<file path="src/design/lru_key_value_cache_macros.svh">
// Assertion macros used by the cache back end.
`ifndef LRU_KEY_VALUE_CACHE_MACROS_SVH
`define LRU_KEY_VALUE_CACHE_MACROS_SVH

// Checks a property on every clock edge outside reset.
`define LKV_ASSERT(name, prop, msg) \
  name: assert property (@(posedge clk) disable iff (!rst_n) (prop)) else $error(msg);

// Checks that a condition is followed by a result in the next cycle.
`define LKV_ASSERT_NEXT(name, cond, res, msg) \
  name: assert property (@(posedge clk) disable iff (!rst_n) (cond) |=> (res)) else $error(msg);

`endif

</file>
<file path="src/design/lkv_pkg.sv">
// Package with the shared types and constants of the LRU key-value cache.
`default_nettype none
package lkv_pkg;

  localparam int KEY_W = 32;
  localparam int VAL_W = 32;
  localparam int CAP_W = 5;
  localparam logic [CAP_W-1:0] CAP_RESET = 5'd16;

  // Operation codes carried by a request beat.
  typedef enum logic {
    OP_GET = 1'b0,
    OP_PUT = 1'b1
  } op_t;

  // One classified request as it waits in the queue.
  typedef struct packed {
    op_t               op;
    logic [KEY_W-1:0]  key;
    logic [VAL_W-1:0]  value;
  } req_t;

endpackage
`default_nettype wire

</file>
<file path="src/design/lkv_if.sv">
// Channel interfaces of the cache: request, response and configuration.
`default_nettype none

interface lkv_req_if import lkv_pkg::*; ();
  logic                     valid;
  logic                     ready;
  logic                     kind;
  logic [KEY_W-1:0]         key;
  logic signed [VAL_W-1:0]  value;
  modport source (output valid, kind, key, value, input ready);
  modport sink   (input valid, kind, key, value, output ready);
endinterface

interface lkv_rsp_if import lkv_pkg::*; ();
  logic                     valid;
  logic                     ready;
  logic                     hit;
  logic signed [VAL_W-1:0]  read_value;
  modport source (output valid, hit, read_value, input ready);
  modport sink   (input valid, hit, read_value, output ready);
endinterface

interface lkv_cfg_if import lkv_pkg::*; ();
  logic              valid;
  logic              ready;
  logic [CAP_W-1:0]  capacity;
  modport source (output valid, capacity, input ready);
  modport sink   (input valid, capacity, output ready);
endinterface

`default_nettype wire

</file>
<file path="src/design/lkv_front.sv">
// Front end: accepts request beats, classifies them and queues them for the back end.
`default_nettype none
module lkv_front import lkv_pkg::*; (
  input  wire logic  clk,
  input  wire logic  rst_n,
  lkv_req_if.sink    in_ch,
  output req_t       q_item,
  output logic       q_valid,
  input  wire logic  q_pop
);

  localparam int DEPTH = 2;

  req_t                      fifo_r [DEPTH];
  logic                      wr_ptr_r, wr_ptr_nxt;
  logic                      rd_ptr_r, rd_ptr_nxt;
  logic [$clog2(DEPTH+1)-1:0] cnt_r, cnt_nxt;
  logic                      push;
  logic                      pop;
  req_t                      in_item;

  // Classify the incoming beat into a queued request.
  always_comb begin
    in_item.op    = in_ch.kind ? OP_PUT : OP_GET;
    in_item.key   = in_ch.key;
    in_item.value = in_ch.value;
  end

  assign in_ch.ready = (cnt_r != DEPTH[$clog2(DEPTH+1)-1:0]);
  assign push        = in_ch.valid && in_ch.ready;
  assign q_valid     = (cnt_r != '0);
  assign pop         = q_pop && q_valid;
  assign q_item      = fifo_r[rd_ptr_r];

  // Pointer and fill count update.
  always_comb begin
    wr_ptr_nxt = push ? ~wr_ptr_r : wr_ptr_r;
    rd_ptr_nxt = pop ? ~rd_ptr_r : rd_ptr_r;
    cnt_nxt    = cnt_r;
    if (push && !pop) begin
      cnt_nxt = cnt_r + 1'b1;
    end else if (pop && !push) begin
      cnt_nxt = cnt_r - 1'b1;
    end
  end

  always_ff @(posedge clk) begin
    if (!rst_n) begin
      wr_ptr_r <= 1'b0;
      rd_ptr_r <= 1'b0;
      cnt_r    <= '0;
    end else begin
      wr_ptr_r <= wr_ptr_nxt;
      rd_ptr_r <= rd_ptr_nxt;
      cnt_r    <= cnt_nxt;
    end
  end

  // Queue storage needs no reset.
  always_ff @(posedge clk) begin
    if (push) begin
      fifo_r[wr_ptr_r] <= in_item;
    end
  end

endmodule
`default_nettype wire

</file>
<file path="src/design/lkv_back.sv">
// Back end: key lookup, recency update, replacement and the response register.
`default_nettype none
`include "lru_key_value_cache_macros.svh"
module lkv_back import lkv_pkg::*; #(
  parameter int MAX_ENTRIES = 16
) (
  input  wire logic              clk,
  input  wire logic              rst_n,
  input  wire logic [CAP_W-1:0]  capacity,
  input  wire req_t              q_item,
  input  wire logic              q_valid,
  output logic                   q_pop,
  lkv_rsp_if.source              out_ch
);

  localparam int RANK_W = (MAX_ENTRIES > 1) ? $clog2(MAX_ENTRIES) : 1;
  localparam int OCC_W  = $clog2(MAX_ENTRIES + 1);
  localparam int CMP_W  = OCC_W + CAP_W;

  typedef enum logic {
    S_LOOK,
    S_EXEC
  } state_t;

  state_t                   state_r, state_nxt;
  logic [MAX_ENTRIES-1:0]   valid_r, valid_nxt;
  logic [RANK_W-1:0]        rank_r [MAX_ENTRIES];
  logic [RANK_W-1:0]        rank_nxt [MAX_ENTRIES];
  logic [OCC_W-1:0]         occ_r, occ_nxt;
  logic                     out_valid_r, out_valid_nxt;

  logic [KEY_W-1:0]         key_r [MAX_ENTRIES];
  logic [VAL_W-1:0]         val_r [MAX_ENTRIES];
  req_t                     req_r;
  logic [MAX_ENTRIES-1:0]   match_r, match_nxt;
  logic                     out_hit_r, out_hit_nxt;
  logic [VAL_W-1:0]         out_val_r, out_val_nxt;

  logic                     exec_fire;
  logic                     hit_any;
  logic [RANK_W-1:0]        hit_idx, hit_rank;
  logic [VAL_W-1:0]         hit_val;
  logic [CMP_W-1:0]         cap_x, eff_cap;
  logic                     evict;
  logic [RANK_W-1:0]        oldest_rank;
  logic [MAX_ENTRIES-1:0]   victim;
  logic [RANK_W-1:0]        victim_idx, free_idx, slot_idx;
  logic                     key_we, val_we;
  logic [RANK_W-1:0]        wr_idx;

  assign q_pop     = (state_r == S_LOOK) && q_valid;
  assign exec_fire = (state_r == S_EXEC) && (!out_valid_r || out_ch.ready);

  // Parallel key compare against every valid entry.
  always_comb begin
    for (int i = 0; i < MAX_ENTRIES; i++) begin
      match_nxt[i] = valid_r[i] && (key_r[i] == q_item.key);
    end
  end

  // Decode the one-hot match into index, rank and stored value.
  always_comb begin
    hit_any  = |match_r;
    hit_idx  = '0;
    hit_rank = '0;
    hit_val  = '0;
    for (int i = 0; i < MAX_ENTRIES; i++) begin
      if (match_r[i]) begin
        hit_idx  = hit_idx | RANK_W'(i);
        hit_rank = hit_rank | rank_r[i];
        hit_val  = hit_val | val_r[i];
      end
    end
  end

  // Clamp the capacity register into the range of the entry array.
  always_comb begin
    cap_x = CMP_W'(capacity);
    if (cap_x == '0) begin
      eff_cap = CMP_W'(1);
    end else if (cap_x > CMP_W'(MAX_ENTRIES)) begin
      eff_cap = CMP_W'(MAX_ENTRIES);
    end else begin
      eff_cap = cap_x;
    end
    evict = CMP_W'(occ_r) >= eff_cap;
  end

  // Victim is the valid entry with the oldest rank; free slot is the lowest invalid one.
  always_comb begin
    oldest_rank = RANK_W'(occ_r - 1'b1);
    victim_idx  = '0;
    free_idx    = '0;
    for (int i = 0; i < MAX_ENTRIES; i++) begin
      victim[i] = valid_r[i] && (rank_r[i] == oldest_rank);
      if (victim[i]) begin
        victim_idx = victim_idx | RANK_W'(i);
      end
    end
    for (int i = MAX_ENTRIES - 1; i >= 0; i--) begin
      if (!valid_r[i]) begin
        free_idx = RANK_W'(i);
      end
    end
    slot_idx = evict ? victim_idx : free_idx;
  end

  // Next state of the directory, the sequencer and the response register.
  always_comb begin
    state_nxt     = state_r;
    valid_nxt     = valid_r;
    rank_nxt      = rank_r;
    occ_nxt       = occ_r;
    out_valid_nxt = out_valid_r;
    out_hit_nxt   = out_hit_r;
    out_val_nxt   = out_val_r;
    key_we        = 1'b0;
    val_we        = 1'b0;
    wr_idx        = hit_idx;

    if (out_valid_r && out_ch.ready) begin
      out_valid_nxt = 1'b0;
    end

    case (state_r)
      S_LOOK: begin
        if (q_valid) begin
          state_nxt = S_EXEC;
        end
      end
      S_EXEC: begin
        if (exec_fire) begin
          state_nxt     = S_LOOK;
          out_valid_nxt = 1'b1;
          out_hit_nxt   = (req_r.op == OP_GET) && hit_any;
          out_val_nxt   = ((req_r.op == OP_GET) && hit_any) ? hit_val : '0;
          if (hit_any) begin
            // Touch the entry: newer valid entries age by one.
            for (int i = 0; i < MAX_ENTRIES; i++) begin
              if (valid_r[i] && (rank_r[i] < hit_rank)) begin
                rank_nxt[i] = rank_r[i] + 1'b1;
              end
            end
            rank_nxt[hit_idx] = '0;
            val_we = (req_r.op == OP_PUT);
          end else if (req_r.op == OP_PUT) begin
            // Insert as most recent, replacing the oldest entry when full.
            for (int i = 0; i < MAX_ENTRIES; i++) begin
              if (valid_r[i] && !(evict && victim[i])) begin
                rank_nxt[i] = rank_r[i] + 1'b1;
              end
            end
            rank_nxt[slot_idx]  = '0;
            valid_nxt[slot_idx] = 1'b1;
            occ_nxt             = evict ? occ_r : occ_r + 1'b1;
            key_we              = 1'b1;
            val_we              = 1'b1;
            wr_idx              = slot_idx;
          end
        end
      end
      default: begin
        state_nxt = S_LOOK;
      end
    endcase
  end

  always_ff @(posedge clk) begin
    if (!rst_n) begin
      state_r     <= S_LOOK;
      valid_r     <= '0;
      occ_r       <= '0;
      out_valid_r <= 1'b0;
      for (int i = 0; i < MAX_ENTRIES; i++) begin
        rank_r[i] <= '0;
      end
    end else begin
      state_r     <= state_nxt;
      valid_r     <= valid_nxt;
      occ_r       <= occ_nxt;
      out_valid_r <= out_valid_nxt;
      rank_r      <= rank_nxt;
    end
  end

  // Payload registers and entry contents carry no reset.
  always_ff @(posedge clk) begin
    out_hit_r <= out_hit_nxt;
    out_val_r <= out_val_nxt;
    if (q_pop) begin
      req_r   <= q_item;
      match_r <= match_nxt;
    end
    if (key_we) begin
      key_r[wr_idx] <= req_r.key;
    end
    if (val_we) begin
      val_r[wr_idx] <= req_r.value;
    end
  end

  assign out_ch.valid      = out_valid_r;
  assign out_ch.hit        = out_hit_r;
  assign out_ch.read_value = out_val_r;

  // Consistency checks on the directory and the sequencer.
  `LKV_ASSERT(a_match_unique, (state_r != S_EXEC) || $onehot0(match_r), "two entries hold one key")
  `LKV_ASSERT(a_occ_count, occ_r == OCC_W'($countones(valid_r)), "occupancy out of step with valid bits")
  `LKV_ASSERT(a_occ_bound, occ_r <= OCC_W'(MAX_ENTRIES), "occupancy above entry count")
  `LKV_ASSERT_NEXT(a_look_to_exec, q_pop, state_r == S_EXEC, "popped request not executed")
  `LKV_ASSERT_NEXT(a_exec_done, exec_fire, out_valid_r && (state_r == S_LOOK), "response beat missing")

endmodule
`default_nettype wire

</file>
<file path="src/design/lru_key_value_cache.sv">
// Top level of the LRU key-value cache: capacity register, front end and back end.
//
//  channel | dir | handshake          | payload
//  --------+-----+--------------------+-------------------------------
//  in_ch   | in  | valid/ready        | kind, key, value
//  out_ch  | out | valid/ready        | hit, read_value
//  cfg_ch  | in  | valid/ready (=1)   | capacity
//
// Each request passes two back-end states: the parallel key compare in S_LOOK, then
// the recency update, replacement and response write in S_EXEC, before the next request is popped.
// A two-entry queue keeps taking request beats while the back end works or waits.
// The response register holds a result while out_ch.ready is low, which stalls the back end;
// once the queue is full, in_ch.ready drops as well.
// Synchronous active-low reset clears all valid bits, ranks and occupancy.
`default_nettype none
module lru_key_value_cache import lkv_pkg::*; #(
  parameter int MAX_ENTRIES = 16
) (
  input  wire logic  clk,
  input  wire logic  rst_n,
  lkv_req_if.sink    in_ch,
  lkv_rsp_if.source  out_ch,
  lkv_cfg_if.sink    cfg_ch
);

  logic [CAP_W-1:0] capacity_r, capacity_nxt;
  req_t             q_item;
  logic             q_valid;
  logic             q_pop;

  // Capacity register, written on every configuration beat.
  assign cfg_ch.ready = 1'b1;
  assign capacity_nxt = (cfg_ch.valid && cfg_ch.ready) ? cfg_ch.capacity : capacity_r;

  always_ff @(posedge clk) begin
    if (!rst_n) begin
      capacity_r <= CAP_RESET;
    end else begin
      capacity_r <= capacity_nxt;
    end
  end

  lkv_front u_front (
    .clk     (clk),
    .rst_n   (rst_n),
    .in_ch   (in_ch),
    .q_item  (q_item),
    .q_valid (q_valid),
    .q_pop   (q_pop)
  );

  lkv_back #(
    .MAX_ENTRIES (MAX_ENTRIES)
  ) u_back (
    .clk      (clk),
    .rst_n    (rst_n),
    .capacity (capacity_r),
    .q_item   (q_item),
    .q_valid  (q_valid),
    .q_pop    (q_pop),
    .out_ch   (out_ch)
  );

endmodule
`default_nettype wire

</file>
<file path="src/flat_wrapper.sv">
// flat-port wrapper written by rule: the top's interface ports become plain ports
module lru_key_value_cache_flat import lkv_pkg::*;
#(
  parameter int MAX_ENTRIES = 16
)
  (clk, rst_n, in_ch_valid, in_ch_kind, in_ch_key, in_ch_value, in_ch_ready, out_ch_valid, out_ch_hit, out_ch_read_value, out_ch_ready, cfg_ch_valid, cfg_ch_capacity, cfg_ch_ready);
  lkv_req_if in_ch_i ();
  lkv_rsp_if out_ch_i ();
  lkv_cfg_if cfg_ch_i ();
  input  wire logic clk;
  input  wire logic rst_n;
  input wire logic [$bits(in_ch_i.valid)-1:0] in_ch_valid;
  input wire logic [$bits(in_ch_i.kind)-1:0] in_ch_kind;
  input wire logic [$bits(in_ch_i.key)-1:0] in_ch_key;
  input wire logic [$bits(in_ch_i.value)-1:0] in_ch_value;
  output wire logic [$bits(in_ch_i.ready)-1:0] in_ch_ready;
  output wire logic [$bits(out_ch_i.valid)-1:0] out_ch_valid;
  output wire logic [$bits(out_ch_i.hit)-1:0] out_ch_hit;
  output wire logic [$bits(out_ch_i.read_value)-1:0] out_ch_read_value;
  input wire logic [$bits(out_ch_i.ready)-1:0] out_ch_ready;
  input wire logic [$bits(cfg_ch_i.valid)-1:0] cfg_ch_valid;
  input wire logic [$bits(cfg_ch_i.capacity)-1:0] cfg_ch_capacity;
  output wire logic [$bits(cfg_ch_i.ready)-1:0] cfg_ch_ready;
  assign in_ch_i.valid = in_ch_valid;
  assign in_ch_i.kind = in_ch_kind;
  assign in_ch_i.key = in_ch_key;
  assign in_ch_i.value = in_ch_value;
  assign in_ch_ready = in_ch_i.ready;
  assign out_ch_valid = out_ch_i.valid;
  assign out_ch_hit = out_ch_i.hit;
  assign out_ch_read_value = out_ch_i.read_value;
  assign out_ch_i.ready = out_ch_ready;
  assign cfg_ch_i.valid = cfg_ch_valid;
  assign cfg_ch_i.capacity = cfg_ch_capacity;
  assign cfg_ch_ready = cfg_ch_i.ready;
  lru_key_value_cache #(.MAX_ENTRIES(MAX_ENTRIES)) u_core (.clk(clk), .rst_n(rst_n), .in_ch(in_ch_i), .out_ch(out_ch_i), .cfg_ch(cfg_ch_i));
endmodule
</file>
<file path="config.mk">
export PLATFORM = sky130hd
export DESIGN_NAME = lru_key_value_cache_flat
export DESIGN_NICKNAME = d
export VERILOG_FILES = /design/src/design/lkv_pkg.sv /design/src/design/lkv_if.sv /design/src/design/lkv_front.sv /design/src/design/lkv_back.sv /design/src/design/lru_key_value_cache.sv /design/src/flat_wrapper.sv
export VERILOG_INCLUDE_DIRS = /design/src /design/src/design
export SDC_FILE = /design/constraint.sdc
export NUM_CORES = 2
export LEC_CHECK = 0
export BUFFER_PORTS_ARGS = -buffer_cell sky130_fd_sc_hd__buf_2
export CORE_MARGIN = 8
export CORE_UTILIZATION = 50
export DETAILED_ROUTE_END_ITERATION = 8
export PLACE_DENSITY_LB_ADDON = 0.2
export SYNTH_ARGS = -nofsm -noshare
export SYNTH_HDL_FRONTEND = slang
export SYNTH_HIERARCHICAL = 1
export SYNTH_SLANG_ARGS = --single-unit
</file>
<file path="constraint.sdc">
create_clock -name clk -period 10 [get_ports clk]
set_input_delay 1.5 -clock clk [delete_from_list [all_inputs] [get_ports clk]]
set_output_delay 1.5 -clock clk [all_outputs]
set_load 0.01 [all_outputs]
</file>
==> results.toml <==
[synth]
yosys.area.top_type = "edfxtp_1"
ys.flop_type = "edfxtp_1"
ys_types = 104
syn-num-nets = 3885
synth.most_common_cell = "edfxtp_1"
yosys_register_bits = 1365
yosys_warnings = 6
synth_edf_count = 1268
syn-cell-area_mm2 = 0.0577
synth.area.top_cells = "edfxtp_1, xnor2_1, dfxtp_1, xor2_1, a221oi_1"
syn_avg_cell_area_um2 = 15.4
async_reset_ff_share_pct = 0
synth_common_cells = "edfxtp_1, xnor2_1, clkbuf_1"
netlist_instances = 3738
yosysTopAreaCellShare_pct = 66.0
seq_area_frac_synth_pct = 69.4

[clocking]
cts_setup_buffers = 0
cts_made_buffers = 139
cts_resized = 0
cts.htree.levels = 4
clkLatencyLatePin_ns = 0.75
clkSlewWorstSetupHoldPaths_ns = 0.05
cts-root-buf = "clkbuf_16"
cts_buffer_depth = 3
cts_sinks = 1365
hold_buffers = 0
cts_tree = "done"

[routing]
viasPerCell = 6.33
drc = 0
vias = 34600
wl_per_cell_um = 30.4
drtIter0Drc = 4044
final_antenna_net_count = 0
finalWirelength_um = 166000
dr.pass1.iters = 6

[hold_path]
hold_depth = 2
min_to = "u_core/capacity_r[4]$_SDFFE_PN1P_"
min-delay-start = "u_core/capacity_r[4]$_SDFFE_PN1P_"
hold_class = "flip-flop to flip-flop"

[global_route]
grt-ovfl-total = 0
grt_util_all_layers_pct = 25.6
antenna_found_initial = 4
grt_pass1_wl_um = 237000
grt_max_degree = 48
grt_pass1_vias = 33200

[outcome]
status = "complete, no violations"

[critical_path]
slowest_delay_ns = 1.06
required_ns = 10.35
critPathArrivalTime_ns = 5.91
crit_type = "flip-flop to flip-flop"
path_depth = 10
ff2ff_path_depth = 10
crit_buf_inv = 1
worst_setup_path_end_kind = "flip-flop"
startpoint_type = "flip-flop"
rrSetupSlack_ns = 4.44
startpoint = "u_core/u_back/occ_r[0]$_SDFFE_PN0P_"
crit_family = "simple AND/OR/NAND/NOR gates"
r2r_end = "u_core/u_back/key_r[3][29]$_DFFE_PP_"
rr_startpoint = "u_core/u_back/occ_r[0]$_SDFFE_PN0P_"
crit_slowest_cell = "nor2_4"
path_max_fanout = 32
path_cells = "inv_1 -> ha_1 -> xnor2_2 -> xnor2_1 -> o32ai_2 -> nor4_2 -> mux2i_2 -> nor2_1 -> nand4_1 -> nor2_4"

[timing]
setup_viol = 0
tns_ns = 0
fin_crit_ns = 5.56
rsz0062_at_grt = "false"
finalHoldViolCount = 0
fmax_mhz = 180
clock_skew_ns = 0.0285
slew-limit-headroom_pct = 10.6
fin_hold_ws_ns = 0.504
finalMaxSlewViolations = 0
timing.final.crit_share_pct = 55.6
tightest_slew_ns = 1.34
layout_setup_ws_ns = 4.44

[power_and_ir_drop]
p_clk_share_pct = 28.5
p_seq_share_pct = 46.6
power_leakage_nw = 20.5
power_mw = 17.7
p_switching_mw = 6.05
peakVddDrop_v = 0.000243
p_comb_share_pct = 24.9
swShare_pct = 34.2
power_density_mw_per_mm2 = 275
power.internal_mw = 11.6

[floorplan]
die_h_um = 356
core_area_mm2 = 0.114
chipWidth_um = 356
dieArea_mm2 = 0.126
num_rows = 124
num_io_pins = 111
initial_core_util_pct = 50.4

[placed_design]
place_ws_ns = 4.55
dp_cells = 5210
portBuffers = 109
dpl.hpwl_um = 95300
place_congestion = 0.909
placed_area_mm2 = 0.0599

[cells_and_area]
finalInstanceArea_mm2 = 0.0643
syn_to_final_growth_pct = 11.5
layout-drive-gt1-share_pct = 14.3
fin_nets = 3986
stdcell_count = 5468
antenna_cells = 0
multi_input_area_mm2 = 0.0166
utilization_pct = 56.2
seq_area_mm2 = 0.0400
nFillCells = 8926

[run]
max_cap_violations = 0
-- power by group through the flow --
| stage | Sequential (mW) | Combinational (mW) | Clock, mW |
|---|---|---|---|
| detailed placement | 8.35 | 4.37 | 0 |
| CTS | 8.23 | 4.39 | 5.11 |
| global placement | 8.32 | 4.33 | 0 |
| finish | 8.24 | 4.40 | 5.04 |
| floorplan | 7.88 | 2.64 | 0 |
| global route | 8.27 | 4.66 | 5.34 |
-- routing by layer --
layer | global-route usage (%) | share of wire (%) | vias up
met2 | 42.0 | 48 | 1742
met1 | 35.4 | 41 | 17800
met4 | 6.85 | 2.5 | 2
met3 | 4.67 | 8.9 | 314
met5 | 0 | 0.012 | -
li1 | - | - | 14800
-- sequential cells by signal, indices dropped and copies added, names as in the netlist, 2 cells and up, named ones only --
name / count
u_core/capacity_r: 5
u_core/u_back/key_r: 512
u_core/u_back/match_r: 16
u_core/u_back/occ_r: 5
u_core/u_back/out_ch.read_value: 32
u_core/u_back/rank_r: 64
u_core/u_back/req_r: 65
u_core/u_back/val_r: 512
u_core/u_back/valid_r: 16
u_core/u_front/cnt_r: 2
u_core/u_front/fifo_r: 130
-- cells in the final DEF, fill, tap and decap left out, types with 7 or more instances in the layout --
cell and n:
edfxtp_1 1268, nand2_1 84, xnor2_1 424, dfxtp_1 96, nor4_1 70, a21o_1 8, and3_1 35, bufinv_16 7
o21a_1 55, nand2b_1 12, nor2_4 32, buf_4 89, nand4_1 129, clkinv_2 26, nand3_1 66, a22oi_1 79
xnor3_1 11, a21oi_1 81, a31oi_1 76, nor2_1 66, xor2_1 149, mux2i_1 20, nand3b_1 12, nor2b_1 11
nor3_1 19, inv_1 34, and2_1 11, o221a_2 8, ha_1 72, a221oi_1 115, clkbuf_1 35, buf_2 109
a311oi_1 7, o21ai_0 93, a22o_1 106, o31a_1 14, clkbuf_16 141, clkinv_1 24, mux2_2 81
-- tightest hold or removal path, stage by stage, from the launching register on --
cell and delay, ns:
dfxtp_1 0.34, mux2i_1 0.08, nand2_1 0.06
-- logic make-up after synthesis --
logic type,Yosys count,share of synthesized area (%)
adder cells (fa/ha/maj),72,1.56
other,1,0.00650
multiplexers,104,2.02
AO/OA/AOI/OAI,732,9.39
buffers and inverters,273,2.26
flip-flops,1365,69.4
XOR/XNOR,596,9.65
AND/OR/NAND/NOR,595,5.73
-- worst max-delay path by stage --
stage | end
floorplan | u_core/u_back/key_r[5][0]$_DFFE_PP_
finish | u_core/u_back/key_r[3][29]$_DFFE_PP_
global route | u_core/u_back/key_r[3][29]$_DFFE_PP_
detailed placement | u_core/u_back/key_r[3][30]$_DFFE_PP_
CTS | u_core/u_back/key_r[3][27]$_DFFE_PP_
global placement | u_core/u_back/key_r[3][7]$_DFFE_PP_
-- cell type report --
| cell class | count | area share, % |
|---|---|---|
| sequential | 1365 | 62.2 |
| tap | 1512 | 2.94 |
| multi-input combinational | 2100 | 25.9 |
| clock inverter | 78 | 1.08 |
| clock buffer | 180 | 5.78 |
| timing repair buffer | 198 | 1.89 |
| inverter | 35 | 0.206 |
(Power assumes the default switching activity.)
